$ cat src/rtl/core/sfd_pkg.sv
// ----------------------------------------------------------------------------
// sfd_pkg
// Shared widths, constants and types of the stereo feedback delay.
// ----------------------------------------------------------------------------
package sfd_pkg;

  // delay store geometry, depth is a power of two
  localparam int STORE_DEPTH = 65536;
  localparam int ADDR_W      = $clog2(STORE_DEPTH);

  // field widths
  localparam int SAMPLE_W = 24;
  localparam int DIST_W   = 16;
  localparam int GAIN_W   = 16;
  localparam int PROD_W   = SAMPLE_W + GAIN_W;
  localparam int FRAC_SH  = GAIN_W - 1;
  localparam int QUOT_W   = PROD_W - FRAC_SH;
  localparam int SUM_W    = QUOT_W + 1;

  // rounding bias for the Q1.15 gain product, half of one output lsb
  localparam int ROUND_BIAS = 1 << (FRAC_SH - 1);

  // saturation limits of a Q1.23 sample
  localparam logic signed [SUM_W-1:0] SAMPLE_MAX = SUM_W'((1 << (SAMPLE_W - 1)) - 1);
  localparam logic signed [SUM_W-1:0] SAMPLE_MIN = -SUM_W'(1 << (SAMPLE_W - 1));

  // configuration port
  localparam int CFG_IDX_W  = 2;
  localparam int CFG_DATA_W = 16;

  localparam logic [CFG_IDX_W-1:0] CFG_DELAY_SAMPLES  = 2'd0;
  localparam logic [CFG_IDX_W-1:0] CFG_LEFT_TAP_BACK  = 2'd1;
  localparam logic [CFG_IDX_W-1:0] CFG_RIGHT_TAP_BACK = 2'd2;
  localparam logic [CFG_IDX_W-1:0] CFG_FEEDBACK_GAIN  = 2'd3;

  localparam logic [DIST_W-1:0]        RST_DELAY_SAMPLES  = 16'd22050;
  localparam logic [DIST_W-1:0]        RST_LEFT_TAP_BACK  = 16'd0;
  localparam logic [DIST_W-1:0]        RST_RIGHT_TAP_BACK = 16'd11025;
  localparam logic signed [GAIN_W-1:0] RST_FEEDBACK_GAIN  = 16'sd16384;

  // result queue
  localparam int OUTQ_DEPTH = 4;
  localparam int OUTQ_AW    = $clog2(OUTQ_DEPTH);
  localparam int OUTQ_CW    = OUTQ_AW + 1;

  // which tap a store read belongs to
  typedef enum logic [1:0] {
    TAP_FEEDBACK = 2'd0,
    TAP_LEFT     = 2'd1,
    TAP_RIGHT    = 2'd2
  } tap_kind_t;

  // control that travels with each store read
  typedef struct packed {
    logic                       valid;
    tap_kind_t                  kind;
    logic                       zero;
    logic signed [SAMPLE_W-1:0] x;
  } tap_tag_t;

endpackage

$ cat src/rtl/core/sfd_mix.sv
// ----------------------------------------------------------------------------
// sfd_mix
// Gain and mix pipeline: one shared multiplier stage, then round, add the
// input sample and saturate; routes the result to the store or the queue.
// ----------------------------------------------------------------------------
module sfd_mix (
  input  logic                               clk,
  input  logic                               rst,
  input  logic signed [sfd_pkg::GAIN_W-1:0]   feedback_gain,
  input  logic signed [sfd_pkg::SAMPLE_W-1:0] rd_data,
  input  sfd_pkg::tap_tag_t                  rd_tag_q,
  output logic                               wr_en,
  output logic signed [sfd_pkg::SAMPLE_W-1:0] wr_data,
  output logic                               push,
  output logic signed [sfd_pkg::SAMPLE_W-1:0] push_left,
  output logic signed [sfd_pkg::SAMPLE_W-1:0] push_right
);

  logic signed [sfd_pkg::SAMPLE_W-1:0] tap;
  logic signed [sfd_pkg::PROD_W-1:0]   prod;
  sfd_pkg::tap_tag_t                   prod_tag;
  logic signed [sfd_pkg::PROD_W-1:0]   biased;
  logic signed [sfd_pkg::QUOT_W-1:0]   quot;
  logic signed [sfd_pkg::SUM_W-1:0]    sum;
  logic signed [sfd_pkg::SAMPLE_W-1:0] sat;
  logic signed [sfd_pkg::SAMPLE_W-1:0] left_hold;

  // multiplier stage, unwritten slots count as silence
  assign tap = rd_tag_q.zero ? '0 : rd_data;

  always_ff @(posedge clk) begin
    if (rd_tag_q.valid) begin
      prod <= sfd_pkg::PROD_W'(feedback_gain) * sfd_pkg::PROD_W'(tap);
    end
  end

  always_ff @(posedge clk) begin
    if (rst) begin
      prod_tag <= '0;
    end else begin
      prod_tag <= rd_tag_q;
    end
  end

  // round half up to Q1.23, add input, clamp
  assign biased = prod + sfd_pkg::PROD_W'(sfd_pkg::ROUND_BIAS);
  assign quot   = biased[sfd_pkg::PROD_W-1:sfd_pkg::FRAC_SH];
  assign sum    = sfd_pkg::SUM_W'(prod_tag.x) + sfd_pkg::SUM_W'(quot);

  always_comb begin
    if (sum > sfd_pkg::SAMPLE_MAX) begin
      sat = sfd_pkg::SAMPLE_MAX[sfd_pkg::SAMPLE_W-1:0];
    end else if (sum < sfd_pkg::SAMPLE_MIN) begin
      sat = sfd_pkg::SAMPLE_MIN[sfd_pkg::SAMPLE_W-1:0];
    end else begin
      sat = sum[sfd_pkg::SAMPLE_W-1:0];
    end
  end

  // route by tap kind
  always_comb begin
    wr_en = 1'b0;
    push  = 1'b0;
    case (prod_tag.kind)
      sfd_pkg::TAP_FEEDBACK: wr_en = prod_tag.valid;
      sfd_pkg::TAP_RIGHT:    push  = prod_tag.valid;
      default: ;
    endcase
  end

  assign wr_data    = sat;
  assign push_left  = left_hold;
  assign push_right = sat;

  // left result waits for its right partner
  always_ff @(posedge clk) begin
    if (prod_tag.valid && (prod_tag.kind == sfd_pkg::TAP_LEFT)) begin
      left_hold <= sat;
    end
  end

endmodule

$ cat config.mk
export PLATFORM = sky130hd
export DESIGN_NAME = sfd_mix
export DESIGN_NICKNAME = d
export VERILOG_FILES = /design/src/rtl/core/sfd_pkg.sv /design/src/rtl/core/sfd_mix.sv
export SDC_FILE = /design/constraint.sdc
export NUM_CORES = 1
export LEC_CHECK = 0
export BUFFER_PORTS_ARGS = -buffer_cell sky130_fd_sc_hd__buf_2
export CORE_UTILIZATION = 40
export DETAILED_ROUTE_END_ITERATION = 7
export GPL_TIMING_DRIVEN = 0
export SYNTH_ARGS = -nofsm -noshare
export SYNTH_HDL_FRONTEND = slang
export SYNTH_SLANG_ARGS = --single-unit
$ cat constraint.sdc
create_clock -name clk -period 8.78 [get_ports clk]
set_input_delay 0.439 -clock clk [delete_from_list [all_inputs] [get_ports clk]]
set_output_delay 0.439 -clock clk [all_outputs]
set_load 0.01 [all_outputs]
**Word level (Yosys, flattened, before mapping)**

Cells that the tools add are included.

- Register bits: 91
- Input port bits: 70
- Logic and storage cells: 19

- Add/sub/neg operators: 2
- Multipliers: 1
- Order comparisons: 2
- Equal/unequal tests: 2
- Mux-type cells: 5
- Reductions and logical operators: 2

Operators by type and width:

| kind | count |
|---|---|
| two-way mux 24 bit | 3 |
| adder 40 x 16 -> 40 bit, second input constant | 1 |
| multiplier 16 x 24 -> 40 bit | 1 |
| adder 24 x 25 -> 26 bit | 1 |
| greater-than comparator 26 x 24 -> 1 bit, second input constant | 1 |
| less-than comparator 26 x 24 -> 1 bit, second input constant | 1 |
| equality test 2 x 1 -> 1 bit, second input constant | 1 |
| equality test 2 bit, second input constant | 1 |
| zero test 2 bit | 1 |
| two-way mux 1 bit | 2 |
| logical AND 1 bit | 1 |

**Longest topological paths before layout**

- Depth in word-level cells: 5
- Mapped depth: 27

**Worst setup path before layout**

Ideal clock, no wire load.

- Path type: input port to flip-flop
- From: input port rd_tag_q[24] (netlist name)
- To: register prod[38] (netlist name) (data pin)
- Data arrival time: 6.570 ns
- Slack: 2.030 ns
- Stages on the path: 26
- Path buffers: 3
- Cells stage by stage: clkbuf_1 > clkbuf_1 > nor2b_1 > clkbuf_1 > nand2_1 > fa_1 > inv_1 > fa_1 > inv_1 > fa_1 > inv_1 > fa_1 > fa_1 > inv_1 > fa_1 > inv_1 > ha_1 > a21o_1 > a21o_1 > a21oi_1 > o21ai_1 > a21oi_2 > o31a_1 > a21oi_1 > or4_1 > o311ai_1

- Cells in the longest elaborated chain, start to end: 2

RTL lines:

| item | line | source |
|---|---|---|
| start: declaration | sfd_mix.sv:11 | `input sfd_pkg::tap_tag_t rd_tag_q,` |
| two-way mux 24 bit | sfd_mix.sv:29 | `assign tap = rd_tag_q.zero ? '0 : rd_data;` |
| multiplier 16 x 24 -> 40 bit | sfd_mix.sv:33 | `prod <= sfd_pkg::PROD_W'(feedback_gain) * sfd_pkg::PROD_W'(tap);` |
| end signal: assignment | sfd_mix.sv:33 |  |
| end: declaration | sfd_mix.sv:20 | `logic signed [sfd_pkg::PROD_W-1:0] prod;` |

No other way between the ends.
A chain may end at the register's enable or synchronous reset.

**Worst setup path after layout**

Ends and elaborated chain as after synthesis.

==> qor.txt <==
Outcome: complete, no violations
Final ANT Viol Nets: 0
Ant. Diodes: 0
Worst min-delay path category: in2reg
Number of global-route vias before repair: 14200
Share of cells above drive strength 1: 10.7%
CP Class: in2reg
Largest net degree at the start of global routing: 28
Hold Path Depth: 2
Wire length per cell: 17.4 µm
Hold Fails Final Rpt: 0
Launching point of the worst reg2reg path: prod[16]
CTS root buf: clkbuf_16
Tmin final: 8320 ps
Cell Area, Synth: 17900 µm²
Max cap viols: 0
Pwr/cell area: 369 nW/µm²
Worst clock skew: 8.40 ps
Commonest register cell after synthesis: edfxtp_1
Crit end category: flop
CTS clk-pin slew, worst paths: 60 ps
Multiplexer area fraction after synthesis: 0.112%
Area Overhead vs Synth: 9.96%
IO Count: 144
CP Data Arrival Time: 8380 ps
Total die area: 45700 µm²
Die extent in y: 214 µm
Fill count: 4359
FF-to-FF End: push_left[11]
Yosys reg bits: 77
Total power: 7.27 mW
Gr ovfl total: 0
Mapped Nets: 2495
WHS: 311 ps
Sequential area share after synthesis: 11.4%
# rows: 77
Final Wtd Congestion: 0.975
Via count: 13200
Ys Warns: 0
Die width: 214 µm
GRT Total Usage: 21.8%
Fmax: 0.120 GHz
Synth Area in XOR/XNOR: 3.56%
R2r setup slk: 4210 ps
Origin of the worst min-delay path: rd_tag_q[23]
CTS Buf Count: 9
Netlist cell types: 72
Fin nets: 2649
DPL Wire Length: 39.5 mm
Setup violations, final: 0
Async SR Flop Fraction: 0%
RSZ-0062 raised after global routing: false
Reg2Reg Depth: 17
TritonCTS clock tree: yes
Leakage: 9.73 nW
CP max FO: 10
Adder-cell share of the synthesized area: 50.2%
Area of the core: 44200 µm²
Slowest stage delay, CP: 680 ps
CP most frequent cell: fa_1
# DRC: 0
Period utilization: 94.8%
Mapped Avg Cell Area: 9.29 µm²
Compound-cell area share of the yosys netlist: 6.84%
Worst slew pin tran: 948 ps
CP required: 8830 ps
CP max stage cell: nor2b_1
Largest family of logic cells by synthesized area: adder cells
Post-synth EDFFs: 50
Final WL: 46.8 mm
VDD IR-drop max: 0.286 mV
Hold bufs inserted after CTS: 0
Starting density of the core: 40.6%
Drt pass-1 iters: 5
Bufs on Longest Clock Path: 2
DRT iter0 DRCs: 711
PortBufs: 143
Initial antenna violation count: 2
WHS Endpoint: prod_tag[23]
Worst path cell trace: buf_2, clkbuf_1, nor2b_1, clkbuf_1, nand2_1, fa_1, fa_1, fa_1, inv_1, fa_1, fa_1, inv_1, fa_1, inv_1, ha_1, a21oi_1, nand2_1, a211oi_2, o21bai_2, a21oi_2, o31a_1, a21oi_1, or4_1, o311ai_1
First-pass GRT wire length: 75.9 mm
Slew Limit Fails: 0
Post-place setup slack: -133 ps
Setup slack after layout: 456 ps
H-tree Lvls: 3
TritonCTS Sinks: 77
Slew headroom: 36.8%
Critical Path Start Type: primary input
Synth Area in Simple Gates: 16.1%
Cells after Synth: 1930
Postcts setup bufs: 0
Latest clock arrival within the worst-skew pair: 330 ps
Via density: 4.94
[registers in the layout, indices dropped and copies added (netlist names)]
signal,count
prod_tag,27
prod,26
push_left,24
[cells by family after synthesis]
group,Yosys count
simple gates,578
buf+inv,535
fa+ha+maj,495
compound gates,171
flops,77
xor+xnor,72
mux,2
[what timing repair did]
action                                 4_1_cts  5_1_grt
endpoints found under the hold margin        0        0
gates resized for setup                      0       11
setup endpoints to repair                    0        4
[critical path: cells and delay by family]
family                     cells  cell delay (ps)
and+or+nand+nor                4             1580
AOI/OAI and AO/OA              7             1910
adders and majority gates      7             3280
buffers and inverters          6             1140
[through the flow]
| step | cell area, µm² | instances | setup TNS [ps] | util [%] |
|---|---|---|---|---|
| final | 19700 | 2681 | 0 | 44.6 |
| after global routing | 19700 | 2681 | 0 | 44.6 |
| after CTS | 19700 | 2681 | 0 | 44.6 |
| after detailed placement | 19400 | 2665 | -133 | 43.9 |
| after global placement | 19400 | 2665 | -152 | 43.9 |
| after floorplan | 17900 | 1930 | 0 | - |
[worst max path at each step]
stage                     cells after the start  endpoint    startpoint
after floorplan                              26  prod[38]  rd_tag_q[24]
after global placement                       25  prod[38]  rd_tag_q[24]
after detailed placement                     25  prod[38]  rd_tag_q[24]
after CTS                                    25  prod[38]  rd_tag_q[24]
after global routing                         24  prod[38]  rd_tag_q[24]
final                                        24  prod[38]  rd_tag_q[24]
[placed cells by master (no fill, tap or decap), drive strengths merged, types with 6 or more instances in the layout]
master	count
nand2b	9
fa	374
a211oi	7
a21oi	49
ha	121
and3	9
nor2	53
o21ai	28
inv	445
buf	173
dfxtp	27
clkbuf	74
nand3	18
and2	149
a31oi	6
nand4	18
xnor2	55
xor2	17
nand2	242
o21bai	7
nor2b	55
edfxtp	50
a21o	38
nor3	8
o21a	11
[metal layers]
metal | vias to the layer above | wire [µm] | GRT usage [%] | share of wire [%]
li1 | 6085 | - | - | -
met1 | 6577 | 20800 | 29.4 | 44
met2 | 506 | 21000 | 35.9 | 45
met3 | 71 | 3810 | 4.47 | 8.1
met4 | 0 | 1150 | 5.59 | 2.5
met5 | - | 0 | 0 | 0
[synth_stat cells (24+ instances only)]
cell        n  area share, %
nand2_1   242            5.1
buf_4      24            1.0
fa_1      374             42
clkbuf_1   61            1.3
xnor2_1    55            2.7
ha_1      121            8.4
inv_1     443            9.3
edfxtp_1   50            8.4
dfxtp_1    27            3.0
and2_1    149            5.2
nor2_1     53            1.1
a21oi_1    45            1.3
nor2b_1    55            1.9
a21o_1     36            1.5
[report_power, final]
part	switching [mW]	total, mW	leakage, nW	internal (mW)
Clock	0.141	0.376	0.157	0.234
Combinational	3.45	6.09	8.86	2.64
Sequential	0.0634	0.802	0.717	0.738
Total	3.65	7.27	9.73	3.62
[final cells by class]
cell class	count	area, µm²	area share (%)
clock buffer	13	293	1.48
sequential	77	2040	10.4
tap	592	741	3.76
timing repair buffer	143	716	3.63
multi-input combinational	1318	13800	69.9
inverter	444	1670	8.45
clock inverter	3	21.3	0.108
buffer	91	467	2.37
(Power assumes the default switching activity.)
