===== config.mk =====
export PLATFORM = sky130hd
export DESIGN_NAME = sfd_seq
export DESIGN_NICKNAME = d
export VERILOG_FILES = /design/src/rtl/core/sfd_pkg.sv /design/src/rtl/core/sfd_seq.sv
export SDC_FILE = /design/constraint.sdc
export NUM_CORES = 1
export LEC_CHECK = 0
export BUFFER_PORTS_ARGS = -buffer_cell sky130_fd_sc_hd__buf_2
export CAP_MARGIN = 20
export CORE_ASPECT_RATIO = 1.1
export CORE_UTILIZATION = 35
export DETAILED_ROUTE_END_ITERATION = 6
export GPL_TIMING_DRIVEN = 0
export PLACE_DENSITY = 0.7
export SETUP_SLACK_MARGIN = 0.15
export SYNTH_ARGS = -nofsm -noshare
export SYNTH_HDL_FRONTEND = slang
export SYNTH_SLANG_ARGS = --single-unit
export TNS_END_PERCENT = 20

===== constraint.sdc =====
create_clock -name clk -period 6.3 [get_ports clk]
set_input_delay 0.63 -clock clk [delete_from_list [all_inputs] [get_ports clk]]
set_output_delay 0.63 -clock clk [all_outputs]
set_load 0.01 [all_outputs]

===== src/rtl/core/sfd_pkg.sv =====
// ----------------------------------------------------------------------------
// sfd_pkg
// Shared widths, constants and types of the stereo feedback delay.
// ----------------------------------------------------------------------------
package sfd_pkg;

  // delay store geometry, depth is a power of two
  localparam int STORE_DEPTH = 65536;
  localparam int ADDR_W      = $clog2(STORE_DEPTH);

  // field widths
  localparam int SAMPLE_W = 24;
  localparam int DIST_W   = 16;
  localparam int GAIN_W   = 16;
  localparam int PROD_W   = SAMPLE_W + GAIN_W;
  localparam int FRAC_SH  = GAIN_W - 1;
  localparam int QUOT_W   = PROD_W - FRAC_SH;
  localparam int SUM_W    = QUOT_W + 1;

  // rounding bias for the Q1.15 gain product, half of one output lsb
  localparam int ROUND_BIAS = 1 << (FRAC_SH - 1);

  // saturation limits of a Q1.23 sample
  localparam logic signed [SUM_W-1:0] SAMPLE_MAX = SUM_W'((1 << (SAMPLE_W - 1)) - 1);
  localparam logic signed [SUM_W-1:0] SAMPLE_MIN = -SUM_W'(1 << (SAMPLE_W - 1));

  // configuration port
  localparam int CFG_IDX_W  = 2;
  localparam int CFG_DATA_W = 16;

  localparam logic [CFG_IDX_W-1:0] CFG_DELAY_SAMPLES  = 2'd0;
  localparam logic [CFG_IDX_W-1:0] CFG_LEFT_TAP_BACK  = 2'd1;
  localparam logic [CFG_IDX_W-1:0] CFG_RIGHT_TAP_BACK = 2'd2;
  localparam logic [CFG_IDX_W-1:0] CFG_FEEDBACK_GAIN  = 2'd3;

  localparam logic [DIST_W-1:0]        RST_DELAY_SAMPLES  = 16'd22050;
  localparam logic [DIST_W-1:0]        RST_LEFT_TAP_BACK  = 16'd0;
  localparam logic [DIST_W-1:0]        RST_RIGHT_TAP_BACK = 16'd11025;
  localparam logic signed [GAIN_W-1:0] RST_FEEDBACK_GAIN  = 16'sd16384;

  // result queue
  localparam int OUTQ_DEPTH = 4;
  localparam int OUTQ_AW    = $clog2(OUTQ_DEPTH);
  localparam int OUTQ_CW    = OUTQ_AW + 1;

  // which tap a store read belongs to
  typedef enum logic [1:0] {
    TAP_FEEDBACK = 2'd0,
    TAP_LEFT     = 2'd1,
    TAP_RIGHT    = 2'd2
  } tap_kind_t;

  // control that travels with each store read
  typedef struct packed {
    logic                       valid;
    tap_kind_t                  kind;
    logic                       zero;
    logic signed [SAMPLE_W-1:0] x;
  } tap_tag_t;

endpackage


===== src/rtl/core/sfd_seq.sv =====
// ----------------------------------------------------------------------------
// sfd_seq
// Read sequencer: takes input items, issues the feedback, left and right tap
// reads in turn and keeps the write pointer and the fill state.
// ----------------------------------------------------------------------------
module sfd_seq (
  input  logic                               clk,
  input  logic                               rst,
  input  logic                               in_valid,
  output logic                               in_stall,
  input  logic signed [sfd_pkg::SAMPLE_W-1:0] in_sample,
  input  logic                               credit_ok,
  input  logic [sfd_pkg::DIST_W-1:0]         delay_samples,
  input  logic [sfd_pkg::DIST_W-1:0]         left_tap_back,
  input  logic [sfd_pkg::DIST_W-1:0]         right_tap_back,
  output logic                               accept,
  output logic [sfd_pkg::ADDR_W-1:0]         rd_addr,
  output sfd_pkg::tap_tag_t                  rd_tag,
  output logic [sfd_pkg::ADDR_W-1:0]         wr_addr
);

  typedef enum logic [3:0] {
    S_IDLE      = 4'b0001,
    S_TAP_FB    = 4'b0010,
    S_TAP_LEFT  = 4'b0100,
    S_TAP_RIGHT = 4'b1000
  } seq_state_t;

  localparam logic [sfd_pkg::ADDR_W-1:0] LAST_SLOT = sfd_pkg::ADDR_W'(sfd_pkg::STORE_DEPTH - 1);

  seq_state_t                        state, state_next;
  logic signed [sfd_pkg::SAMPLE_W-1:0] x;
  logic [sfd_pkg::ADDR_W-1:0]        wp;
  logic                              full;
  logic [sfd_pkg::DIST_W-1:0]        tap_dist;
  logic [sfd_pkg::ADDR_W-1:0]        slot;
  logic                              slot_open;

  // a new item enters once the last read of the previous one goes out
  assign slot_open = (state == S_IDLE) || (state == S_TAP_RIGHT);
  assign in_stall  = !(slot_open && credit_ok);
  assign accept    = in_valid && !in_stall;

  // state transitions
  always_comb begin
    state_next = state;
    unique case (state)
      S_IDLE:      state_next = accept ? S_TAP_FB : S_IDLE;
      S_TAP_FB:    state_next = S_TAP_LEFT;
      S_TAP_LEFT:  state_next = S_TAP_RIGHT;
      S_TAP_RIGHT: state_next = accept ? S_TAP_FB : S_IDLE;
      default:     state_next = S_IDLE;
    endcase
  end

  always_ff @(posedge clk) begin
    if (rst) begin
      state <= S_IDLE;
    end else begin
      state <= state_next;
    end
  end

  // input sample holding
  always_ff @(posedge clk) begin
    if (accept) begin
      x <= in_sample;
    end
  end

  // tap distance for the current read
  always_comb begin
    tap_dist = delay_samples;
    unique case (state)
      S_TAP_FB:    tap_dist = delay_samples;
      S_TAP_LEFT:  tap_dist = left_tap_back;
      S_TAP_RIGHT: tap_dist = right_tap_back;
      default:     tap_dist = delay_samples;
    endcase
  end

  // slot behind the write pointer, an unwritten slot reads as zero
  assign slot    = wp - sfd_pkg::ADDR_W'(tap_dist);
  assign rd_addr = slot;

  always_comb begin
    rd_tag.valid = (state != S_IDLE);
    rd_tag.kind  = sfd_pkg::TAP_FEEDBACK;
    if (state == S_TAP_LEFT) begin
      rd_tag.kind = sfd_pkg::TAP_LEFT;
    end else if (state == S_TAP_RIGHT) begin
      rd_tag.kind = sfd_pkg::TAP_RIGHT;
    end
    rd_tag.zero = !(full || (slot < wp));
    rd_tag.x    = x;
  end

  // the feedback write lands in the right-tap cycle, then the pointer moves
  assign wr_addr = wp;

  always_ff @(posedge clk) begin
    if (rst) begin
      wp   <= '0;
      full <= 1'b0;
    end else if (state == S_TAP_RIGHT) begin
      if (wp == LAST_SLOT) begin
        wp   <= '0;
        full <= 1'b1;
      end else begin
        wp <= wp + 1'b1;
      end
    end
  end

endmodule


# Yosys cells after proc, flatten, opt, wreduce, memory -nomap -nowiden
# Cells that the tools add are included.
dict set report word_totals {
  word_cells 27
  input_bits 76
  out_inout_bits 62
  register_bits 45
}
dict set report classes {
  n_reduce_logical 8
  eq_ne 6
  addsub 2
  n_lt_le_gt_ge 1
  muxes 6
}
# cell count
set ops {}
lappend ops {{case mux 16 bit (2 select lines)} 1}
lappend ops {{adder 16 x 1 -> 16 bit, second input constant} 1}
lappend ops {{equality test 16 bit, second input constant} 1}
lappend ops {{less-than comparator 16 bit} 1}
lappend ops {{2-to-1 mux 16 bit} 1}
lappend ops {{subtractor 16 bit} 1}
lappend ops {{case mux 4 bit (3 select lines)} 1}
lappend ops {{2-to-1 mux 2 bit} 3}
lappend ops {{equality test 4 x 1 -> 1 bit, second input constant} 1}
lappend ops {{equality test 4 x 2 -> 1 bit, second input constant} 1}
lappend ops {{equality test 4 x 3 -> 1 bit, second input constant} 1}
lappend ops {{equality test 4 bit, second input constant} 1}
lappend ops {{!= test 4 x 1 -> 1 bit, second input constant} 1}
lappend ops {{logical AND 1 bit} 2}
lappend ops {{zero test 1 bit} 2}
lappend ops {{logical OR 1 bit} 2}
lappend ops {{AND reduction 2 bit} 1}
lappend ops {{OR reduction 2 bit} 1}

# Longest topological paths before layout
dict set report depth {
  word_depth 6
  depth_mapped 20
  ltp_nobuf 19
}

# Worst setup path before layout
# OpenSTA, ideal clock, no wires.
dict set report synth_path {
  path_type {reg2out}
  startpoint {reg state[0]}
  endpoint {out rd_tag[24] (netlist bit)}
  path_stages_with_launch 17
  slack_ns 1.447
  t_arrival_ns 4.223
  path_cell_list {dfxtp_1 nor4b_2 clkbuf_1 a22oi_1 nand2_1 ha_1 inv_1 fa_1 a21o_1 a221oi_1 nor4_1 o22ai_1 mux2i_1 ha_1 nand4_1 or3_1 o211ai_1}
}
# item line_no
set synth_lines {}
lappend synth_lines {{start, declared} sfd_seq.sv:31} ;# seq_state_t state, state_next;
lappend synth_lines {{start signal, assigned} sfd_seq.sv:60} ;# state <= state_next;
lappend synth_lines {{end, declared} sfd_seq.sv:18} ;# output sfd_pkg::tap_tag_t rd_tag,

==> results.py <==
metrics = {
    "outcome": {
        "status": "finished, final reports clean",
    },
    "timing": {
        "timing.final.ws_setup_ps": 568,
        "hold_viol_final": 0,
        "fin_crit_sh": 0.910,
        "setup_tns_ps": 0,
        "holdWs_ps": 520,
        "rsz0062_at_grt": "no",
        "setup_viol_count_final": 0,
        "min_period_ps": 5730,
        "relSlewSlack": 0.586,
        "skew_ps": 8.68,
        "fmax_mhz": 174,
        "worst_slew_pin_slew_ps": 614,
        "report.final.slew_viol_count": 0,
    },
    "detailed_routing": {
        "first_iter_violations": 99,
        "post-route-drc-count": 0,
        "routed_via_density": 5.11,
        "routed_wl_um": 7650,
        "drt_pass1_iterations": 4,
        "final_antenna_net_count": 0,
        "wl_per_cell_um": 13.5,
        "via_count": 2893,
    },
    "global_routing": {
        "grt_max_degree": 22,
        "grt_pass1_wl_um": 12400,
        "gr-total-overflow": 0,
        "antenna_found_initial": 0,
        "grt_usage": 0.172,
        "grt_pass1_vias": 2693,
    },
    "clock_network": {
        "post-cts-setup-buffers": 0,
        "ctsHoldBuffers": 0,
        "cts_num_sinks": 45,
        "tritoncts": "built",
        "ctsHtreeMaxLevel": 2,
        "numCtsBuffers": 5,
        "cts_buffer_depth": 2,
        "clkTransAtPathRegs_ps": 80,
        "insertion_delay_ps": 280,
        "clockRootBuffer": "clkbuf_8",
    },
    "worst_setup_path": {
        "required_ps": 5670,
        "startpoint_type": "flop",
        "r2r-end": "wr_addr[13]",
        "startpoint": "state[0]",
        "slowest_delay_ps": 550,
        "critPathCapture": "rd_tag[24]",
        "r2r_cells": 5,
        "worstPathCellList": "or4b_1, buf_6, inv_2, buf_2, a22oi_1, nand2_1, ha_1, inv_1, fa_1, a21o_1, a221oi_1, nor4_1, o22ai_1, mux2i_1, ha_1, nand4_1, or3_1, o211ai_1, buf_2",
        "cp_slowest_cell": "or4b_1",
        "worstPathMaxFanout": 10,
        "r2r_slack_ps": 4300,
        "arrival_ps": 5100,
        "critical_path_class": "flop to output pin",
        "worstReg2RegStart": "state[0]",
        "end_kind": "output pin",
    },
    "power_and_ir_drop": {
        "power_frac_clock": 0.276,
        "power_switching_mw": 0.139,
        "power.total_mw": 0.580,
        "power.density_nw_per_um2": 148,
        "intPower_mw": 0.440,
        "combPwrFrac": 0.172,
        "leakage_nw": 1.81,
        "peakVddDrop_mv": 0.0720,
        "power_frac_seq": 0.551,
        "swShare": 0.240,
    },
    "final_layout": {
        "syn_to_final_growth_pct": 31.4,
        "multi_input_area_um2": 1730,
        "fillers": 801,
        "seqCellArea_um2": 1140,
        "drive_gt1_frac": 0.343,
        "diodes": 0,
        "fin_nets": 566,
    },
    "floorplanning": {
        "die_y_um": 98.8,
        "die_x_um": 90.0,
        "ios": 138,
        "core_area_um2": 8080,
        "start_util": 0.369,
        "rows": 34,
        "die-area_um2": 8890,
    },
    "run": {
        "cap_violations": 0,
    },
    "synth": {
        "yosys.area.top_type": "edfxtp_1",
        "synth_edf_count": 24,
        "synth_top_area_frac": 0.242,
        "syn_avg_cell_area_um2": 9.58,
        "synth_area_um2": 2980,
        "synth_flop_cell": "edfxtp_1",
        "synthTopCellsByArea": "edfxtp_1 (24%), dfxtp_1 (14%), ha_1 (13%)",
        "synthCells": 311,
        "synth_cell_types": 52,
        "synth_async_sr_flop_share": 0,
        "ys_ff_latch": 45,
        "ys_seq_area_frac": 0.383,
        "yosysWarnings": 0,
        "synth_nets": 420,
    },
    "placed_design": {
        "gp_congestion": 0.893,
        "hpwlAfterDp_um": 6480,
        "port_buffers": 137,
        "pre_cts_ws_ps": 782,
    },
    "worst_hold_path": {
        "hp-class": "input port to flop",
    },
}
## layout make-up
cell class                 count  area share
multi-input combinational    237       0.442
sequential                    45       0.291
timing repair buffer         139       0.181
tap                          108      0.0345
inverter                      22      0.0211
clock buffer                   5      0.0176
buffer                         7     0.00927
clock inverter                 3     0.00320
## cell families after synthesis
logic type	after synthesis	synth area share
muxes	2	0.00672
buffers and inverters	29	0.0399
and+or+nand+nor	90	0.160
DFF	45	0.383
xor gates and xnor gates	28	0.0823
adders and majority gates	33	0.141
AOI/OAI and AO/OA	84	0.187
## cells in the mapped netlist, drive strengths merged (2+ instances only)
library cell and count:
xor2 2, nand4 8, inv 22, dfxtp 21, nor3 6, or3 4
nand2 17, buf 3, or2 2, xnor2 26, ha 32, a221oi 2
or4 2, nor4 3, nand3 9, o211ai 2, nand2b 3, a211o 2
a22o 15, o21ai 9, clkbuf 4, mux2i 2, a21oi 32, o21a 3
a21o 7, nor2b 4, edfxtp 24, nor2 26
## critical path, delay by kind of cell, from the launching register on
kind | cells | cell delay [ps]
multiplexers | 1 | 320
AND/OR/NAND/NOR | 5 | 1320
adder cells (fa/ha/maj) | 3 | 780
AO/OA/AOI/OAI | 5 | 1300
buffers and inverters | 5 | 730
flip-flops | 1 | 360
## metal layers
| metal | global-route usage | up-vias | wire [µm] |
|---|---|---|---|
| met5 | 0 | - | 0 |
| met4 | 0.0422 | 0 | 48 |
| met3 | 0.0316 | 4 | 561 |
| met2 | 0.324 | 139 | 3810 |
| met1 | 0.202 | 1313 | 3230 |
| li1 | - | 1437 | - |
## power groups by stage
stage / logic, mW / registers, mW / clock network (mW)
3_3_place_gp: 0.0964 / 0.327 / 0
2_1_floorplan: 0.0475 / 0.330 / 0
3_5_place_dp: 0.100 / 0.326 / 0
4_1_cts: 0.101 / 0.319 / 0.166
5_1_grt: 0.111 / 0.320 / 0.177
6_report: 0.100 / 0.319 / 0.160
## layout by cell type, fill, tap and decap left out, types with 8 or more instances in the layout
| master | n |
|---|---|
| nand4_1 | 8 |
| nand2_1 | 17 |
| o21ai_0 | 9 |
| buf_2 | 139 |
| inv_1 | 21 |
| a21oi_1 | 32 |
| nand3_1 | 9 |
| ha_1 | 32 |
| a22o_1 | 15 |
| nor2_1 | 24 |
| xnor2_1 | 26 |
| edfxtp_1 | 24 |
| dfxtp_1 | 21 |
## worst min path at each step
stage / slack (ps) / to / cells past startpoint / start
2_1_floorplan: 460 / full / 2 / full
4_1_cts: 510 / x[22] / 1 / in_sample[22]
5_1_grt: 500 / x[12] / 1 / in_sample[12]
3_3_place_gp: 490 / full / 2 / full
6_report: 520 / x[12] / 1 / in_sample[12]
3_5_place_dp: 500 / full / 2 / full
## through the flow
stage	instance area, µm²	util	std cells
floorplan	2980	-	311
global placement	3800	0.470	556
detailed placement	3830	0.473	558
CTS	3910	0.483	566
global route	3920	0.484	566
finish	3920	0.484	566
## flip-flops by register name (all words and copies together), names as in the netlist
name / count
full: 1
state: 4
wr_addr: 16
x: 24
## what timing repair did
item,4_1_cts,5_1_grt
endpoints found under the setup margin,0,1
gates resized for setup,0,1
endpoints found under the hold margin,0,0
Note: power is estimated with default switching activity, not from simulation.
