`src/rtl/core/sfd_pkg.sv`:
```
// ----------------------------------------------------------------------------
// sfd_pkg
// Shared widths, constants and types of the stereo feedback delay.
// ----------------------------------------------------------------------------
package sfd_pkg;

  // delay store geometry, depth is a power of two
  localparam int STORE_DEPTH = 65536;
  localparam int ADDR_W      = $clog2(STORE_DEPTH);

  // field widths
  localparam int SAMPLE_W = 24;
  localparam int DIST_W   = 16;
  localparam int GAIN_W   = 16;
  localparam int PROD_W   = SAMPLE_W + GAIN_W;
  localparam int FRAC_SH  = GAIN_W - 1;
  localparam int QUOT_W   = PROD_W - FRAC_SH;
  localparam int SUM_W    = QUOT_W + 1;

  // rounding bias for the Q1.15 gain product, half of one output lsb
  localparam int ROUND_BIAS = 1 << (FRAC_SH - 1);

  // saturation limits of a Q1.23 sample
  localparam logic signed [SUM_W-1:0] SAMPLE_MAX = SUM_W'((1 << (SAMPLE_W - 1)) - 1);
  localparam logic signed [SUM_W-1:0] SAMPLE_MIN = -SUM_W'(1 << (SAMPLE_W - 1));

  // configuration port
  localparam int CFG_IDX_W  = 2;
  localparam int CFG_DATA_W = 16;

  localparam logic [CFG_IDX_W-1:0] CFG_DELAY_SAMPLES  = 2'd0;
  localparam logic [CFG_IDX_W-1:0] CFG_LEFT_TAP_BACK  = 2'd1;
  localparam logic [CFG_IDX_W-1:0] CFG_RIGHT_TAP_BACK = 2'd2;
  localparam logic [CFG_IDX_W-1:0] CFG_FEEDBACK_GAIN  = 2'd3;

  localparam logic [DIST_W-1:0]        RST_DELAY_SAMPLES  = 16'd22050;
  localparam logic [DIST_W-1:0]        RST_LEFT_TAP_BACK  = 16'd0;
  localparam logic [DIST_W-1:0]        RST_RIGHT_TAP_BACK = 16'd11025;
  localparam logic signed [GAIN_W-1:0] RST_FEEDBACK_GAIN  = 16'sd16384;

  // result queue
  localparam int OUTQ_DEPTH = 4;
  localparam int OUTQ_AW    = $clog2(OUTQ_DEPTH);
  localparam int OUTQ_CW    = OUTQ_AW + 1;

  // which tap a store read belongs to
  typedef enum logic [1:0] {
    TAP_FEEDBACK = 2'd0,
    TAP_LEFT     = 2'd1,
    TAP_RIGHT    = 2'd2
  } tap_kind_t;

  // control that travels with each store read
  typedef struct packed {
    logic                       valid;
    tap_kind_t                  kind;
    logic                       zero;
    logic signed [SAMPLE_W-1:0] x;
  } tap_tag_t;

endpackage

```
`src/rtl/core/sfd_outq.sv`:
```
// ----------------------------------------------------------------------------
// sfd_outq
// Result queue with admission credit: an item is taken only when its
// result is sure to find room here.
// ----------------------------------------------------------------------------
module sfd_outq (
  input  logic                               clk,
  input  logic                               rst,
  input  logic                               accept,
  input  logic                               push,
  input  logic signed [sfd_pkg::SAMPLE_W-1:0] push_left,
  input  logic signed [sfd_pkg::SAMPLE_W-1:0] push_right,
  output logic                               credit_ok,
  output logic                               out_valid,
  input  logic                               out_stall,
  output logic signed [sfd_pkg::SAMPLE_W-1:0] left_sample,
  output logic signed [sfd_pkg::SAMPLE_W-1:0] right_sample
);

  logic signed [sfd_pkg::SAMPLE_W-1:0] q_left  [sfd_pkg::OUTQ_DEPTH];
  logic signed [sfd_pkg::SAMPLE_W-1:0] q_right [sfd_pkg::OUTQ_DEPTH];
  logic [sfd_pkg::OUTQ_AW-1:0]         wr_ptr;
  logic [sfd_pkg::OUTQ_AW-1:0]         rd_ptr;
  logic [sfd_pkg::OUTQ_CW-1:0]         count;
  logic [sfd_pkg::OUTQ_CW-1:0]         inflight;
  logic [sfd_pkg::OUTQ_CW:0]           reserved;
  logic                                pop;

  // credit covers stored results and items still in the pipeline
  assign reserved  = {1'b0, count} + {1'b0, inflight};
  assign credit_ok = reserved < (sfd_pkg::OUTQ_CW + 1)'(sfd_pkg::OUTQ_DEPTH);

  assign out_valid    = (count != '0);
  assign pop          = out_valid && !out_stall;
  assign left_sample  = q_left[rd_ptr];
  assign right_sample = q_right[rd_ptr];

  // queue storage
  always_ff @(posedge clk) begin
    if (push) begin
      q_left[wr_ptr]  <= push_left;
      q_right[wr_ptr] <= push_right;
    end
  end

  // pointers and counters
  always_ff @(posedge clk) begin
    if (rst) begin
      wr_ptr   <= '0;
      rd_ptr   <= '0;
      count    <= '0;
      inflight <= '0;
    end else begin
      if (push) begin
        wr_ptr <= wr_ptr + 1'b1;
      end
      if (pop) begin
        rd_ptr <= rd_ptr + 1'b1;
      end
      if (push && !pop) begin
        count <= count + 1'b1;
      end else if (pop && !push) begin
        count <= count - 1'b1;
      end
      if (accept && !push) begin
        inflight <= inflight + 1'b1;
      end else if (push && !accept) begin
        inflight <= inflight - 1'b1;
      end
    end
  end

endmodule

```
`config.mk`:
```
export PLATFORM = sky130hd
export DESIGN_NAME = sfd_outq
export DESIGN_NICKNAME = d
export VERILOG_FILES = /design/src/rtl/core/sfd_pkg.sv /design/src/rtl/core/sfd_outq.sv
export SDC_FILE = /design/constraint.sdc
export NUM_CORES = 1
export LEC_CHECK = 0
export ABC_AREA = 1
export BUFFER_PORTS_ARGS = -buffer_cell sky130_fd_sc_hd__buf_2
export CELL_PAD_IN_SITES_DETAIL_PLACEMENT = 1
export CELL_PAD_IN_SITES_GLOBAL_PLACEMENT = 1
export CORE_MARGIN = 2
export CORE_UTILIZATION = 51
export DETAILED_ROUTE_END_ITERATION = 7
export PLACE_DENSITY = 0.89
export SLEW_MARGIN = 25
export SYNTH_ARGS = -nofsm -noshare
export SYNTH_HDL_FRONTEND = slang
export SYNTH_SLANG_ARGS = --single-unit
```
`constraint.sdc`:
```
create_clock -name clk -period 4.6 [get_ports clk]
set_input_delay 1.15 -clock clk [delete_from_list [all_inputs] [get_ports clk]]
set_output_delay 1.15 -clock clk [all_outputs]
set_load 0.005 [all_outputs]
```
# Word-level counts from Yosys, hierarchy flattened
# Memories as Yosys holds them, arrays and structs flattened. A register that Yosys moved wholly into a read port is not among the register bits.
# Cells that the tools add are included.
# Widths: inputs -> output; s select.
# word_totals
ff_bits	10
ramBits	192
input_bits	53
output_inout_bits	50
word_cells	36
memories	2
# mem_list
memory	depth	width	rd	rd_ports_with_merged_regs	write_ports	line	rtl
q_left	4	24	1	1	1	sfd_outq.sv:20	logic signed [sfd_pkg::SAMPLE_W-1:0] q_left [sfd_pkg::OUTQ_DEPTH];
q_right	4	24	1	1	1	sfd_outq.sv:21	logic signed [sfd_pkg::SAMPLE_W-1:0] q_right [sfd_pkg::OUTQ_DEPTH];
# op_classes
n_addsub	7
order_cmp	1
muxes	10
n_reduce_logical	12
# op_table
cell	n
$mux 3	4
$mux 2	4
$add 3x1->3 const B	2
$sub 3x1->3 const B	2
$logic_and 1x1->1	5
$add 2x1->2 const B	2
$add 3x3->4	1
$logic_not 1->1	4
$lt 4x3->1 const B	1
$reduce_bool 2->1	2
$reduce_bool 3->1	1
$mux 1	2

# Logic depth before layout (Yosys ltp)
# Gate-level depths: netlist (run 1).
# logic_depth
word_depth	5
ltp_mapped	12
depth_no_buf	12

# Worst setup path before layout (run 1)
# Ideal clock, no wire load.
# synth_path
path_kind	input -> register
start	in push
end	mem q_left[0][0] (netlist bit), enable pin
setup_time_ns	0.402
arrival_ns	2.123
required_ns	4.198
setup_slack_ns	2.075
cell_stages	2
n_path_buf	0
path_cell_list	nand2_1 > inv_1
# synth_between
elab_chain_cells	2
# synth_lines
item	line	rtl
start, declared	sfd_outq.sv:10	input logic push,
$mux 1	sfd_outq.sv:40	if (push) begin
$mux 1 (not written as such)	sfd_outq.sv:41	q_left[wr_ptr] <= push_left;
end, declared	sfd_outq.sv:20	
# No other way between the ends.

==> results_dict.tcl, run 1 <==
set metrics [dict create \
    outcome "completed" \
    synthesis.area_um2 7840 \
    synth_compound_area_share_pct 10.7 \
    syn_area_per_cell_um2 14.1 \
    clock_path_buffers 3 \
    fin_skew_ps 9.39 \
    end_kind "output port" \
    fmax_ghz 0.263 \
    grt_max_degree 98 \
    synth_top_family_by_area "compound AO/OA/AOI/OAI gates" \
    yosysSeqAreaShare_pct 76.6 \
    drive_gt1_share_pct 22.2 \
    numCtsBuffers 21 \
    root_buffer "clkbuf_16" \
    wl_um 18800 \
    start_util_pct 52.0 \
    slowest_delay_ps 970 \
    cts_num_sinks 204 \
    power_density_nw_per_um2 497 \
    regArea_um2 6010 \
    dp_hpwl_um 11000 \
    ys.warnings.count 0 \
    num_vias 4968 \
    synth_fa_ha_area_share_pct 1.79 \
    setup_viol 0 \
    synthMostInstantiatedCell "edfxtp_1" \
    fp.dieArea_um2 16400 \
    hold_viol_final 0 \
    ys_seq_elements 204 \
    rsz0062_at_grt "false" \
    antenna_found_initial 2 \
    synthTopCellsByCount "edfxtp_1 (192), nor2_1 (97), o21ai_0 (92)" \
    synth_nets 618 \
    place.gp.congestion 0.757 \
    arrival_ps 2650 \
    synth_mux_area_share_pct 0 \
    finalSetupTns_ps 0 \
    crit_required_ps 3450 \
    dr.pass1.iters 4 \
    post-route-drc-count 0 \
    irDropWorstVdd_mv 0.275 \
    cts_tree "built" \
    wire_per_inst_um 21.9 \
    multi_input_area_um2 1510 \
    die_y_um 128 \
    viasPerCell 5.81 \
    drv_slew 0 \
    worst-path-max-fanout 97 \
    async_flop_share_pct 0 \
    synthTopCellsByArea "edfxtp_1 (74%), o21ai_0 (5.9%), nor2_1 (4.6%)" \
    critPathKind "reg2out" \
    hold_class "reg2reg" \
    p_leak_nw 3.22 \
    synth_cell_type_count 25 \
    insertion_delay_ps 490 \
    worst_setup_path_start_kind "flop" \
    relSlewSlack_pct 32.9 \
    cap_violations 0 \
    synthCells 555 \
    finalCritPeriodShare_pct 82.6 \
    io_buffers 102 \
    core_area_um2 15100 \
    worstPathCellList "inv_6, o21ai_0, o22ai_1, buf_2" \
    synth_top_area_share_pct 73.5 \
    n_antenna_cell 0 \
    overflow 0 \
    ctsHoldBuffers 0 \
    die_w_um 128 \
    slowest_stage "dfxtp_4" \
    gr-usage-all-layers_pct 23.3 \
    fillers 1479 \
    synthToLayoutAreaGrowth_pct 14.6 \
    synth_top_flop_cell "edfxtp_1" \
    drt_iter0_drc 321 \
    path_clk_slew_ps 60 \
    synth_area_leader_cell "edfxtp_1" \
    synth-edff-count 192 \
    first_global_vias 5375 \
    fin_nets 717 \
    fin_area_um2 8990 \
    timing.final.crit_period_ps 3800 \
    worstMarginPinSlew_ps 1010 \
    h-tree-depth 1 \
    synth_xor_area_share_pct 0.112 \
    synthSimpleGateAreaFrac_pct 6.73 \
    grt_pass1_wl_um 29000 \
    rows 45 \
    postCtsSetupRepairBufs 0 \
    drtAntennaViolNets 0 \
    cts-resized-gates 0 \
    pin_count 103 \
    dpl_cell_area_um2 8400 \
]
-- stage by stage --
stage | setup slack [ps] | instances | hold WS (ps) | utilization, % | power [mW]
4_1_cts | 756 | 855 | 504 | 59.5 | 4.51
3_3_place_gp | 1430 | 819 | 452 | 55.7 | 2.94
3_5_place_dp | 1290 | 819 | 492 | 55.7 | 3.01
5_1_grt | 560 | 855 | 551 | 59.6 | 4.66
6_report | 802 | 855 | 499 | 59.6 | 4.46
2_1_floorplan | 2070 | 555 | 449 | - | 2.71
-- area by class of cell --
class | instances | share of cell area [%]
sequential | 204 | 66.9
clock buffer | 30 | 6.22
multi-input combinational | 297 | 16.8
clock inverter | 6 | 0.278
timing repair buffer | 107 | 6.10
inverter | 23 | 1.06
tap | 188 | 2.62
-- metal layers --
metal	track usage [%]	vias up	routed length, um
met5	0	-	16
met4	6.21	2	330
met3	4.42	28	982
met2	42.0	130	9840
met1	28.9	2560	7590
li1	-	2248	-
-- flip-flops by register name (all words and copies together) (netlist names), named ones only --
signal,flops
inflight,3
count,3
q_right,96
q_left,96
rd_ptr,2
wr_ptr,2
-- worst max-delay path, delay by kind of cell (launching register included) --
family,cells,cell delay (ps)
AO/OA/AOI/OAI,2,500
flip-flops,1,970
buffers and inverters,2,630
-- power by group --
group | internal, mW | leakage [nW] | switching [mW]
Sequential | 2.13 | 1.86 | 0.102
Clock | 0.840 | 0.284 | 0.653
Combinational | 0.268 | 1.07 | 0.467
-- cells by family (layout without fill, tap and decap cells) --
family,after synthesis,after routing
flops,204,204
compound gates,155,155
simple gates,131,131
buf+inv,54,166
fa+ha+maj,10,10
xor+xnor,1,1
-- worst paths after layout --
path	startpoint	slack [ps]	cells past startpoint	end
max	flop	800	4	right_sample[16]
min	rd_ptr[0]$_SDFFE_PP0P_	500	2	rd_ptr[0]$_SDFFE_PP0P_
max reg2reg	wr_ptr[0]$_SDFFE_PP0P_	2460	5	q_left[0][15]$_DFFE_PP_
min reg2reg	rd_ptr[0]$_SDFFE_PP0P_	500	2	rd_ptr[0]$_SDFFE_PP0P_
-- placed cells by master (no fill, tap or decap), drive strengths merged --
cell    netlist  routed
edfxtp      192     192
nand2        18      18
fa            2       2
inv          23      20
o22ai        48      48
nor4          1       1
o21ai       101     101
dfxtp        12      12
nand4         2       2
xor2          1       1
nand3         3       3
clkbuf       12      30
buf          19     107
clkinv        0       9
ha            8       8
nor2        107     107
a21oi         6       6
Power figures use the tool's default switching activity.
==> run 2, diff against run 1 <==
--- a/config.mk
+++ b/config.mk
@@ -10,9 +10,9 @@
 export CELL_PAD_IN_SITES_DETAIL_PLACEMENT = 1
 export CELL_PAD_IN_SITES_GLOBAL_PLACEMENT = 1
 export CORE_MARGIN = 2
-export CORE_UTILIZATION = 51
+export CORE_UTILIZATION = 47
 export DETAILED_ROUTE_END_ITERATION = 7
-export PLACE_DENSITY = 0.89
+export PLACE_DENSITY = 0.84
 export SLEW_MARGIN = 25
 export SYNTH_ARGS = -nofsm -noshare
 export SYNTH_HDL_FRONTEND = slang
==> constraint.sdc (replaced) <==
create_clock -name clk -period 3.7 [get_ports clk]
set_input_delay 0.925 -clock clk [delete_from_list [all_inputs] [get_ports clk]]
set_output_delay 0.925 -clock clk [all_outputs]
set_load 0.005 [all_outputs]
==> run 2 against run 1 <==
- sequential cell count did not move
- sequential share of layout area down 0.56 points
- first-iteration DRC count shrank 18%
- clock skew decreased by 4.3 ps
- non-clock buffer count grew 5
- die area rose by 8.2%
- largest cell class unchanged
==> results_dict.tcl, run 2 (synthesized netlist as in run 1, its figures left out) <==
set metrics [dict create \
    setup_viol 0 \
    viasPerCell 5.43 \
    layout_commonest_cell "edfxtp_1" \
    dr.pass1.iters 4 \
    start_util_pct 47.6 \
    switching_share_pct 27.0 \
    switching_power_mw 1.49 \
    dp_hpwl_um 11600 \
    worstMarginPinSlew_ps 895 \
    rows 47 \
    hold_depth 2 \
    hold_class "reg2reg" \
    top_regs "q_left: 96 flops, q_right: 96 flops" \
    irDropWorstVdd_mv 0.396 \
    h-tree-depth 1 \
    drtAntennaViolNets 0 \
    n_antenna_cell 0 \
    root_buffer "clkbuf_16" \
    numCtsBuffers 21 \
    overflow 0 \
    p_leak_nw 3.26 \
    layout_common_cells "edfxtp_1 (192), buf_2 (102), nor2_1 (97), o21ai_0 (92), o22ai_1 (48)" \
    grt_pass1_wl_um 28700 \
    worst_setup_path_start_kind "flop" \
    worst-path-max-fanout 54 \
    busiest_layer "met2" \
    cap_violations 0 \
    die_y_um 133 \
    wire_per_inst_um 20.8 \
    seq_power_share_pct 49.6 \
    fin_nets 722 \
    crit_required_ps 2770 \
    die_w_um 133 \
    grt.met1_usage_pct 26.0 \
    gr-usage-all-layers_pct 21.0 \
    dp.cells 856 \
    wl_um 18500 \
    io_buffers 102 \
    p_comb_share_pct 17.2 \
    p_int_mw 4.02 \
    relSlewSlack_pct 40.2 \
    first_global_vias 5280 \
    pwr-share-clk_pct 33.2 \
    end_kind "output port" \
    cts_tree "built" \
    post-route-drc-count 0 \
    num_vias 4847 \
    place.gp.congestion 0.716 \
    fin_hold_ws_ps 508 \
    setup_ws_ps 494 \
    dp_slack_ps 975 \
    core_area_um2 16500 \
    cts-resized-gates 0 \
    synthToLayoutAreaGrowth_pct 15.6 \
    rrSetupSlack_ps 1770 \
    finalSetupTns_ps 0 \
    arrival_ps 2280 \
    critPathKind "reg2out" \
    drt_iter0_drc 264 \
    timing.final.crit_period_ps 3210 \
    drv_slew 0 \
    fmax_ghz 0.312 \
    met2_usage_pct 37.2 \
    clock_path_buffers 3 \
    path_clk_slew_ps 60 \
    grt_util_met3_pct 4.41 \
    ctsHoldBuffers 0 \
    cts_num_sinks 204 \
    hold_viol_final 0 \
    rsz0062_at_grt "false" \
    fin_skew_ps 5.09 \
    fin_cells 892 \
    postCtsSetupRepairBufs 0 \
    r2r_cells 12 \
    outcome "completed" \
    power_density_nw_per_um2 608 \
    pin_count 103 \
    drive_gt1_share_pct 23.1 \
    fp.dieArea_um2 17700 \
    insertion_delay_ps 480 \
    antenna_found_initial 3 \
    finalCritPeriodShare_pct 86.6 \
    grt_max_degree 97 \
]
## run 2: final cells by class
class                           count  area, um2
Sequential cell                   204       6010
Tap cell                          220        275
Timing Repair Buffer              112        586
Clock buffer                       25        541
Fill cell                        1681       7400
Clock inverter                     11       46.3
Inverter                           23       91.3
Multi-Input combinational cell    297       1510
## run 2: path summary, 6_finish.rpt
check                                             from                     to
worst min-delay path            rd_ptr[0]$_SDFFE_PP0P_                   flop
worst max register to register   count[1]$_SDFFE_PP0P_  count[2]$_SDFFE_PP0P_
worst max-delay path                              flop         left_sample[5]
worst min register to register  rd_ptr[0]$_SDFFE_PP0P_                   flop
## run 2: metal layers
metal	vias to the layer above	part of all wire (%)
met5	-	0.22
met4	6	2.0
met3	38	5.8
met2	130	52
met1	2422	40
li1	2251	-
## run 2: worst max-delay path, stage by stage, from the launching register on
cell and delay, ps:
dfxtp_4 640, buf_4 530, o21ai_0 180, o22ai_1 260, buf_2 160
## run 2: per-stage QoR
| stage | power (mW) | util [%] | cell area [um2] |
|---|---|---|---|
| after floorplan | 3.37 | - | 7840 |
| after global placement | 3.67 | 51.5 | 8480 |
| after detailed placement | 3.74 | 51.5 | 8480 |
| after CTS | 5.57 | 55.0 | 9060 |
| after global routing | 5.78 | 55.0 | 9060 |
| final | 5.51 | 55.0 | 9060 |
## run 2: power by group through the flow
| stage | Clock [mW] | Sequential (mW) | Combinational, mW |
|---|---|---|---|
| final | 1.83 | 2.73 | 0.948 |
| after global routing | 1.97 | 2.75 | 1.07 |
| after CTS | 1.87 | 2.74 | 0.965 |
| after detailed placement | 0 | 2.78 | 0.958 |
| after global placement | 0 | 2.77 | 0.899 |
| after floorplan | 0 | 2.73 | 0.639 |
==> run 3, diff against run 2 <==
--- a/config.mk
+++ b/config.mk
@@ -12,6 +12,7 @@
 export CORE_MARGIN = 2
 export CORE_UTILIZATION = 47
 export DETAILED_ROUTE_END_ITERATION = 7
+export GPL_TIMING_DRIVEN = 0
 export PLACE_DENSITY = 0.84
 export SLEW_MARGIN = 25
 export SYNTH_ARGS = -nofsm -noshare
==> run 3 against run 2 <==
- global-route usage is 0.96 points higher
- critical path depth stayed put
- clock skew up 10 ps
- final cell count is 2.9% higher
- utilization grew 2.1 points
- power grew 6.2%
- register-to-register slack about the same
- sequential share of layout area decreased by 2.4 points
- fmax grew 14%
- combinational power grew 20%
- clock power rose by 9.8%
- sequential cell count did not move
- critical path type unchanged
- critical endpoint is now right_sample[22]
==> results_dict.tcl, run 3 (synthesized netlist as in run 1, its figures left out) <==
set metrics [dict create \
    outcome "completed" \
    core_area_um2 16500 \
    grt_pass1_wl_um 29800 \
    top_regs "q_left: 96 flops, q_right: 96 flops" \
    setup_ws_ps 895 \
    fin_hold_ws_ps 503 \
    hold_depth 2 \
    drv_slew 0 \
    io_buffers 102 \
    end_kind "output port" \
    path_clk_slew_ps 60 \
    setup_viol 0 \
    insertion_delay_ps 480 \
    finalSetupTns_ps 0 \
    dp_slack_ps 1390 \
    switching_power_mw 1.57 \
    r2r_cells 8 \
    first_global_vias 5554 \
    finalCritPeriodShare_pct 75.8 \
    rows 47 \
    drt_iter0_drc 296 \
    pin_count 103 \
    grt_max_degree 43 \
    hp-start "rd_ptr[0]$_SDFFE_PP0P_" \
    start_util_pct 47.6 \
    fmax_ghz 0.357 \
    ctsHoldBuffers 0 \
    die_w_um 133 \
    fin_nets 747 \
    fin_skew_ps 15.5 \
    cts-resized-gates 0 \
    synthToLayoutAreaGrowth_pct 19.9 \
    h-tree-depth 1 \
    hold_viol_final 0 \
    place.gp.congestion 0.763 \
    wire_per_inst_um 21.1 \
    wl_um 19400 \
    p_leak_nw 3.42 \
    p_int_mw 4.29 \
    layout_commonest_cell "edfxtp_1" \
    hold_class "reg2reg" \
    cts_num_sinks 204 \
    numCtsBuffers 21 \
    rsz0062_at_grt "false" \
    gr-usage-all-layers_pct 21.9 \
    seq_power_share_pct 46.1 \
    overflow 0 \
    die_y_um 133 \
    fillers 1676 \
    layout_common_cells "edfxtp_1 (192), buf_2 (110), nor2_1 (97), o21ai_0 (92), o22ai_1 (48)" \
    root_buffer "clkbuf_16" \
    rrSetupSlack_ps 1780 \
    regArea_um2 6010 \
    cts_tree "built" \
    num_vias 5023 \
    p_comb_share_pct 19.5 \
    cap_violations 0 \
    n_antenna_cell 0 \
    worst-path-max-fanout 10 \
    power_density_nw_per_um2 623 \
    hold_end "rd_ptr[0]$_SDFFE_PP0P_" \
    final_util_pct 57.1 \
    relSlewSlack_pct 69.0 \
    timing.final.crit_period_ps 2800 \
    switching_share_pct 26.7 \
    antenna_found_initial 1 \
    worstMarginPinSlew_ps 465 \
    multi_input_area_um2 1510 \
    arrival_ps 1880 \
    pwr-share-clk_pct 34.4 \
    post-route-drc-count 0 \
    drtAntennaViolNets 0 \
    clock_path_buffers 3 \
    viasPerCell 5.47 \
    worst_setup_path_start_kind "flop" \
    irDropWorstVdd_mv 0.331 \
    dr.pass1.iters 4 \
    r2r_start "count[0]$_SDFFE_PP0P_" \
    dp_hpwl_um 12200 \
    fp.dieArea_um2 17700 \
    rr_endpoint "count[1]$_SDFFE_PP0P_" \
    crit_required_ps 2770 \
    drive_gt1_share_pct 25.4 \
    postCtsSetupRepairBufs 0 \
    critPathKind "reg2out" \
]
[run 3: cell types whose count changed in the layout (fill, tap and decap cells not counted), sizes merged]
| cell | delta |
|---|---|
| buf | +13 |
| bufinv | +2 |
| clkbuf | +17 |
| clkinv | -6 |
[run 3: worst max-delay path by stage]
stage,to,cells past startpoint
after floorplan,q_left[0][0]$_DFFE_PP_,2
after CTS,right_sample[15],5
after global routing,right_sample[22],4
final,right_sample[22],4
after detailed placement,right_sample[22],4
after global placement,q_left[0][13]$_DFFE_PP_,3
[run 3: final cells by class]
class / count / share of cell area [%]
Multi-Input combinational cell: 297 / 16.1
Buffer: 31 / 2.48
Timing Repair Buffer: 106 / 6.60
Tap cell: 220 / 2.93
Clock buffer: 30 / 6.06
Clock inverter: 7 / 0.892
Sequential cell: 204 / 63.9
Inverter: 23 / 1.08
[run 3: power by group through the flow]
stage               clock, mW  combinational (mW)  sequential (mW)
CTS                      2.04                1.16             2.70
floorplan                   0               0.639             2.73
global placement            0                1.07             2.74
finish                   2.01                1.14             2.70
global route             2.13                1.27             2.70
detailed placement          0                1.15             2.74
[run 3: worst max-delay path, stage by stage (launching register included)]
cell and delay [ps]:
dfxtp_1 420, clkbuf_1 410, o21ai_0 210, o22ai_1 220, buf_2 150
[run 3: metrics by stage]
step                      std cells  cell area [um2]  total power [mW]
after floorplan                 555             7840              3.37
after global placement          877             8630              3.81
after detailed placement        881             8750              3.90
after CTS                       918             9400              5.90
after global routing            918             9400              6.11
final                           918             9400              5.85
[run 3: metal layers]
layer | track usage, % | vias up | wire length, um
li1 | - | 2307 | -
met1 | 26.5 | 2553 | 7880
met2 | 40.7 | 143 | 10300
met3 | 4.07 | 18 | 1000
met4 | 5.44 | 2 | 195
met5 | 0 | - | 13
